File: config.mk
export PLATFORM = sky130hd
export DESIGN_NAME = shuffled_lehmer_random
export DESIGN_NICKNAME = d
export VERILOG_FILES = /design/src/slr_pkg.sv /design/src/slr_ram.sv /design/src/slr_datapath.sv /design/src/slr_ctrl.sv /design/src/shuffled_lehmer_random.sv
export SDC_FILE = /design/constraint.sdc
export NUM_CORES = 2
export LEC_CHECK = 0
export ABC_AREA = 1
export BUFFER_PORTS_ARGS = -buffer_cell sky130_fd_sc_hd__buf_2
export CORE_ASPECT_RATIO = 0.75
export CORE_MARGIN = 3
export CORE_UTILIZATION = 55
export DETAILED_ROUTE_END_ITERATION = 12
export PLACE_DENSITY_LB_ADDON = 0.05
export SLEW_MARGIN = 5
export SYNTH_ARGS = -nofsm -noshare
export SYNTH_HDL_FRONTEND = slang
export SYNTH_SLANG_ARGS = --single-unit
File: constraint.sdc
create_clock -name clk -period 7.65 [get_ports clk]
set_input_delay 0.765 -clock clk [delete_from_list [all_inputs] [get_ports clk]]
set_output_delay 0.765 -clock clk [all_outputs]
set_load 0.05 [all_outputs]
File: src/slr_pkg.sv
// Shared types and constants for the shuffled Lehmer random generator.
package slr_pkg;

	// Park-Miller minimal standard generator constants.
	localparam logic [14:0] LCG_MULT = 15'd16807;
	localparam logic [30:0] LCG_MOD  = 31'h7FFF_FFFF;
	// Largest deviate allowed below one: floor(2^32 * (1 - 1.2e-7)).
	localparam logic [31:0] DEV_CAP  = 32'd4294966780;

	typedef struct packed {
		logic        kind;
		logic [30:0] seed;
	} req_t;

	typedef struct packed {
		logic [30:0] raw_value;
		logic [31:0] deviate;
	} rsp_t;

	// Commands from the controller to the datapath.
	typedef struct packed {
		logic load_seed;
		logic mul;
		logic seed_fold;
		logic draw_read;
		logic draw_done;
	} cmd_t;

	// Status from the datapath to the controller.
	typedef struct packed {
		logic last_zero;
		logic cnt_zero;
		logic out_free;
	} stat_t;

endpackage

File: src/slr_ram.sv
// Generic single-write, single-read RAM with registered read data.
module slr_ram #(
	parameter int WIDTH = 31,
	parameter int DEPTH = 32
) (
	input  logic                     clk,
	input  logic                     we,
	input  logic [$clog2(DEPTH)-1:0] waddr,
	input  logic [WIDTH-1:0]         wdata,
	input  logic                     re,
	input  logic [$clog2(DEPTH)-1:0] raddr,
	output logic [WIDTH-1:0]         rdata
);

	logic [WIDTH-1:0] mem_q [DEPTH];

	always_ff @(posedge clk) begin
		if (we) begin
			mem_q[waddr] <= wdata;
		end
		if (re) begin
			rdata <= mem_q[raddr];
		end
	end

endmodule

File: src/slr_datapath.sv
// Datapath: generator step, shuffle table, slot select and deviate scaling.
module slr_datapath #(
	parameter int TABLE_ENTRIES = 32
) (
	input  logic          clk,
	input  logic          arst_n,
	input  slr_pkg::req_t req,
	input  slr_pkg::cmd_t cmd,
	output slr_pkg::stat_t stat,
	output logic          rsp_valid,
	input  logic          rsp_stall,
	output slr_pkg::rsp_t rsp
);
	import slr_pkg::*;

	localparam int IDX_W = $clog2(TABLE_ENTRIES);
	localparam int CNT_W = $clog2(TABLE_ENTRIES + 8);
	localparam longint SLOT_DIV = 64'd1 + (64'd2147483646 / TABLE_ENTRIES);

	logic [30:0]      gen_q;
	logic [30:0]      last_q;
	logic [CNT_W-1:0] cnt_q;
	logic [45:0]      prod_s1;
	logic             out_valid_q;
	rsp_t             rsp_q;

	logic [30:0]              seed_val;
	logic [31:0]              fold_sum;
	logic [30:0]              fold_val;
	logic [TABLE_ENTRIES-2:0] therm;
	logic [IDX_W-1:0]         slot;
	logic                     ram_we;
	logic [IDX_W-1:0]         ram_waddr;
	logic [30:0]              ram_rdata;
	logic [31:0]              dbl;
	logic [32:0]              dev_full;
	logic [31:0]              dev_val;

	// A zero seed, or one equal to the modulus, starts from 1.
	always_comb begin
		seed_val = 31'd1;
		if (req.kind && (req.seed != '0) && (req.seed != LCG_MOD)) begin
			seed_val = req.seed;
		end
	end

	// Reduction mod 2^31-1: fold the high bits onto the low bits, then one subtract.
	always_comb begin
		fold_sum = {1'b0, prod_s1[30:0]} + {17'd0, prod_s1[45:31]};
		if (fold_sum >= {1'b0, LCG_MOD}) begin
			fold_val = 31'(fold_sum - {1'b0, LCG_MOD});
		end else begin
			fold_val = fold_sum[30:0];
		end
	end

	// Slot index: count of constant thresholds that the last output reaches.
	for (genvar k = 1; k < TABLE_ENTRIES; k++) begin : g_thr
		assign therm[k-1] = ({1'b0, last_q} >= 32'(k * SLOT_DIV));
	end
	assign slot = IDX_W'($countones(therm));

	// floor(v * 2^32 / (2^31-1)) equals 2v plus one when 2v reaches the modulus.
	always_comb begin
		dbl      = {ram_rdata, 1'b0};
		dev_full = {1'b0, dbl} + {32'd0, (dbl >= {1'b0, LCG_MOD})};
		if (dev_full > {1'b0, DEV_CAP}) begin
			dev_val = DEV_CAP;
		end else begin
			dev_val = dev_full[31:0];
		end
	end

	assign ram_we    = (cmd.seed_fold && (cnt_q < CNT_W'(TABLE_ENTRIES))) || cmd.draw_done;
	assign ram_waddr = cmd.seed_fold ? cnt_q[IDX_W-1:0] : slot;

	slr_ram #(
		.WIDTH(31),
		.DEPTH(TABLE_ENTRIES)
	) u_table (
		.clk  (clk),
		.we   (ram_we),
		.waddr(ram_waddr),
		.wdata(fold_val),
		.re   (cmd.draw_read),
		.raddr(slot),
		.rdata(ram_rdata)
	);

	always_ff @(posedge clk) begin
		if (cmd.mul) begin
			prod_s1 <= gen_q * LCG_MULT;
		end
		if (cmd.draw_done) begin
			rsp_q.raw_value <= ram_rdata;
			rsp_q.deviate   <= dev_val;
		end
	end

	always_ff @(posedge clk or negedge arst_n) begin
		if (!arst_n) begin
			gen_q       <= '0;
			last_q      <= '0;
			cnt_q       <= '0;
			out_valid_q <= 1'b0;
		end else begin
			if (cmd.load_seed) begin
				gen_q <= seed_val;
				cnt_q <= CNT_W'(TABLE_ENTRIES + 7);
			end else if (cmd.seed_fold || cmd.draw_done) begin
				gen_q <= fold_val;
			end
			if (cmd.seed_fold) begin
				if (cnt_q == '0) begin
					last_q <= fold_val;
				end else begin
					cnt_q <= cnt_q - 1'b1;
				end
			end
			if (cmd.draw_done) begin
				last_q      <= ram_rdata;
				out_valid_q <= 1'b1;
			end else if (!rsp_stall) begin
				out_valid_q <= 1'b0;
			end
		end
	end

	assign stat.last_zero = (last_q == '0);
	assign stat.cnt_zero  = (cnt_q == '0);
	assign stat.out_free  = !out_valid_q || !rsp_stall;
	assign rsp_valid      = out_valid_q;
	assign rsp            = rsp_q;

endmodule

File: src/slr_ctrl.sv
// Controller: sequences seeding and draws over the datapath.
module slr_ctrl (
	input  logic           clk,
	input  logic           arst_n,
	input  logic           req_valid,
	input  logic           req_kind,
	output logic           req_stall,
	input  slr_pkg::stat_t stat,
	output slr_pkg::cmd_t  cmd
);
	import slr_pkg::*;

	localparam logic [2:0] ST_IDLE      = 3'd0;
	localparam logic [2:0] ST_SEED_MUL  = 3'd1;
	localparam logic [2:0] ST_SEED_FOLD = 3'd2;
	localparam logic [2:0] ST_DRAW_MUL  = 3'd3;
	localparam logic [2:0] ST_DRAW_FOLD = 3'd4;

	logic [2:0] state_q;
	logic [2:0] state_nx;
	logic       need_seed;

	assign need_seed = req_kind || stat.last_zero;

	always_comb begin
		state_nx = state_q;
		cmd      = '0;
		case (state_q)
			ST_IDLE: begin
				if (req_valid) begin
					if (need_seed) begin
						cmd.load_seed = 1'b1;
						state_nx      = ST_SEED_MUL;
					end else begin
						state_nx = ST_DRAW_MUL;
					end
				end
			end
			ST_SEED_MUL: begin
				cmd.mul  = 1'b1;
				state_nx = ST_SEED_FOLD;
			end
			ST_SEED_FOLD: begin
				cmd.seed_fold = 1'b1;
				state_nx      = stat.cnt_zero ? ST_DRAW_MUL : ST_SEED_MUL;
			end
			ST_DRAW_MUL: begin
				cmd.mul       = 1'b1;
				cmd.draw_read = 1'b1;
				state_nx      = ST_DRAW_FOLD;
			end
			ST_DRAW_FOLD: begin
				if (stat.out_free) begin
					cmd.draw_done = 1'b1;
					state_nx      = ST_IDLE;
				end
			end
			default: begin
				state_nx = ST_IDLE;
			end
		endcase
	end

	always_ff @(posedge clk or negedge arst_n) begin
		if (!arst_n) begin
			state_q <= ST_IDLE;
		end else begin
			state_q <= state_nx;
		end
	end

	assign req_stall = (state_q != ST_IDLE);

endmodule

File: src/shuffled_lehmer_random.sv
// Top level of the shuffled minimal-standard random generator.
//
//  channel | signals                   | transfer moves
//  --------+---------------------------+-----------------------------------
//  req     | req_valid, req_stall, req | one draw request (kind, seed)
//  rsp     | rsp_valid, rsp_stall, rsp | one result (raw_value, deviate)
//
// A plain draw runs from the request transfer until the next request can be
// taken through acceptance in the idle state, the multiply by 16807 together
// with the registered table read, and the fold mod 2^31-1. A reseed, or a
// draw while unseeded, adds a seeding run of TABLE_ENTRIES+8 generator steps,
// each a multiply state and a fold state. Reset leaves the generator
// unseeded; the table contents are undefined until the first seeding writes
// them. A finished result waits in the output register while the next
// request is taken; a draw only stalls in its fold state if that register
// is still full and stalled.
//
// The generator is Park-Miller with multiplier 16807 and modulus 2^31-1.
// Each draw picks a shuffle slot from the previous output, returns the
// slot's content and refills the slot with the freshly stepped value. The
// deviate is the result scaled to an unsigned Q0.32 fraction and capped
// just below one.
module shuffled_lehmer_random #(
	parameter int TABLE_ENTRIES = 32
) (
	input  logic          clk,
	input  logic          arst_n,
	input  logic          req_valid,
	output logic          req_stall,
	input  slr_pkg::req_t req,
	output logic          rsp_valid,
	input  logic          rsp_stall,
	output slr_pkg::rsp_t rsp
);
	import slr_pkg::*;

	cmd_t  cmd;
	stat_t stat;

	// The controller only sequences; all arithmetic and storage sit in the datapath.
	slr_ctrl u_ctrl (
		.clk      (clk),
		.arst_n   (arst_n),
		.req_valid(req_valid),
		.req_kind (req.kind),
		.req_stall(req_stall),
		.stat     (stat),
		.cmd      (cmd)
	);

	slr_datapath #(
		.TABLE_ENTRIES(TABLE_ENTRIES)
	) u_datapath (
		.clk      (clk),
		.arst_n   (arst_n),
		.req      (req),
		.cmd      (cmd),
		.stat     (stat),
		.rsp_valid(rsp_valid),
		.rsp_stall(rsp_stall),
		.rsp      (rsp)
	);

endmodule

==> reports/metrics.csv <==
stage;metric;value;unit
layout;final_common_cell;edfxtp_1;
clock_tree;cts_buffers;113;
synthesis;synth_edf_count;1132;
global_routing;grt_use_total;0.303;
clock_tree;insertion_delay;710;ps
floorplan;ios;101;
worst_setup_path;worstPathRequired;8050;ps
layout;nets;5125;
floorplan;rows;102;
routing;routed_wl;165000;µm
synthesis;syn_avg_cell_area;12.6;µm²
sta;finalCritPeriodShare;0.941;
sta;fmaxAchievable;139;MHz
sta;rsz0062_at_grt;false;
min_path;hp-class;primary input to flop;
worst_setup_path;arrival;7600;ps
min_path;holdCritStartpoint;rsp_stall;
clock_tree;cts_tree;yes;
routing;via_per_inst;6.04;
status;status;finished clean;
worst_setup_path;worst-path-max-fanout;21;
layout;final_cell_mix;1132 x edfxtp_1, 453 x nand2_1, 437 x inv_1;
synthesis;synth_area;57700;µm²
sta;period_needed;7200;ps
global_routing;grt_max_degree;81;
worst_setup_path;critPathKind;flop to flop;
clock_tree;clock_sinks;1204;
flow_run;max_cap_viol_count;0;
floorplan;coreArea;104000;µm²
clock_tree;cts_resized;0;
clock_tree;cts_buffer_depth;3;
clock_tree;cts_setup_buffers;0;
synthesis;syn_inst;4577;
worst_setup_path;start_kind;flop;
worst_setup_path;slowest_delay;540;ps
synthesis;ys_seq_area_frac;0.620;
sta;whs;309;ps
worst_setup_path;startpoint;u_datapath.last_q[26];
synthesis;synth_top_flop_cell;edfxtp_1;
clock_tree;clock-root-buffer;clkbuf_16;
synthesis;synth_cell_types;49;
worst_setup_path;rr_startpoint;u_datapath.last_q[26];
worst_setup_path;end_kind;flop;
sta;tightest_slew;1220;ps
routing;vias;37500;
clock_tree;cts_max_level;3;
global_routing;grt_overflow;0;
clock_tree;cts_hold_buffers;1;
routing;first_pass_iters;6;
layout;syn_to_final_growth;11.4;%
floorplan;initial_utilization;0.557;
floorplan;die_x;380;µm
floorplan;fp.dieArea;109000;µm²
sta;relSlewSlack;0.184;
routing;post_drt_wl_per_cell;26.7;µm
layout;final.fill_count;8189;
global_routing;grt_pass1_vias;35700;
sta;setup_violations;0;
worst_setup_path;worst_path_max_delay_cell;fa_1;
synthesis;syn_nets;4999;
routing;ant_nets;0;
routing;drc;0;
floorplan;die_h;287;µm
layout;final_util;0.620;
sta;clock_skew;31.2;ps
routing;dr.first_iter.drc_count;4552;
synthesis;ys_ff_latch;1204;
clock_tree;clk_pin_slew;70;ps
sta;setup_tns;0;ps
global_routing;antenna_found_initial;4;
placement;io_buffers;100;
placement;place.gp.congestion;0.981;
global_routing;grt_pass1_wl;243000;µm
placement;post-dp-hpwl;112000;µm
synthesis;async_reset_ff_frac;0.0598;
sta;hold_viol;0;
worst_setup_path;timing.critical_path.mode_cell;inv_1;
synthesis;yosysWarningCount;0;
layout;layout-drive-gt1-share;0.0970;
sta;drv_slew;0;
-- cell usage after synthesis, types with 72 or more instances --
master / count / area, µm²
clkbuf_1: 197 / 739
mux2i_1: 248 / 2480
nand3_1: 205 / 1030
o21ai_0: 314 / 1570
edfxtp_1: 1132 / 34000
a21oi_1: 86 / 430
inv_1: 439 / 1650
nand2_1: 454 / 1700
ha_1: 227 / 2840
fa_1: 159 / 3180
nor2_1: 426 / 1600
dfrtp_1: 72 / 1800
o221ai_1: 255 / 2230
-- worst max-delay path: cells and delay by family, from the launching register on --
family | cells | cell delay (ps)
fa+ha+maj | 8 | 3360
flops | 1 | 520
buf+inv | 8 | 920
simple gates | 7 | 1400
xor+xnor | 1 | 270
compound gates | 2 | 400
-- registers in the layout (all words and copies together) (netlist names) --
name	flops
u_datapath.cnt_q	6
u_datapath.u_table.rdata	31
u_datapath.rsp_valid	1
u_datapath.gen_q	31
u_datapath.prod_s1	46
u_datapath.rsp	63
u_datapath.last_q	31
u_datapath.u_table.mem_q	992
u_ctrl.state_q	3
-- logic make-up (layout without fill, tap and decap cells) --
group                      Yosys count  after routing  share of synthesized area
xor gates and xnor gates            57             57                    0.00865
AOI/OAI and AO/OA                  775            775                     0.0882
buffers and inverters              681            899                     0.0452
muxes                              248            248                     0.0430
DFF                               1204           1204                      0.620
adders and majority gates          386            386                      0.104
and+or+nand+nor                   1226           1226                     0.0904
other                                0              5                          0
-- path summary, 6_finish.rpt --
kind	slack, ps	depth (start not counted)	endpoint
worst max-delay path	450	26	u_datapath.u_table.mem_q[30][15]
worst min-delay path	310	3	u_datapath.rsp_valid
worst max register to register	450	26	u_datapath.u_table.mem_q[30][15]
worst min register to register	510	1	u_datapath.cnt_q[0]
max in group asynchronous	5960	3	u_datapath.last_q[14]
min in group asynchronous	500	2	u_datapath.gen_q[3]
-- metrics by stage --
stage,instance area [µm²],worst slack [ps],instances
floorplan,57700,349,4577
global placement,60800,504,5991
detailed placement,60800,527,5991
CTS,64300,478,6199
global route,64300,60.1,6200
finish,64300,449,6204
-- area by class of cell --
cell class / count / area [µm²] / area share
flip-flops and latches: 1204 / 35800 / 0.557
diodes: 5 / 12.5 / 0.000195
repair buffers: 241 / 1910 / 0.0298
inverters: 451 / 1710 / 0.0265
clock buffers: 149 / 3010 / 0.0467
clock inverters: 58 / 440 / 0.00685
multi-input cells: 2692 / 19700 / 0.306
well taps: 1404 / 1760 / 0.0273
-- routing by layer --
layer	wire length [µm]	share of wire	track usage	up-vias
li1	-	-	-	16900
met1	74700	0.45	0.466	18700
met2	68500	0.41	0.422	1689
met3	18500	0.11	0.0940	180
met4	3630	0.022	0.0705	2
met5	13	0.000079	0	-
Power is not shown: default switching activity piles up to over one toggle a cycle in this logic, so the estimate is an artifact.
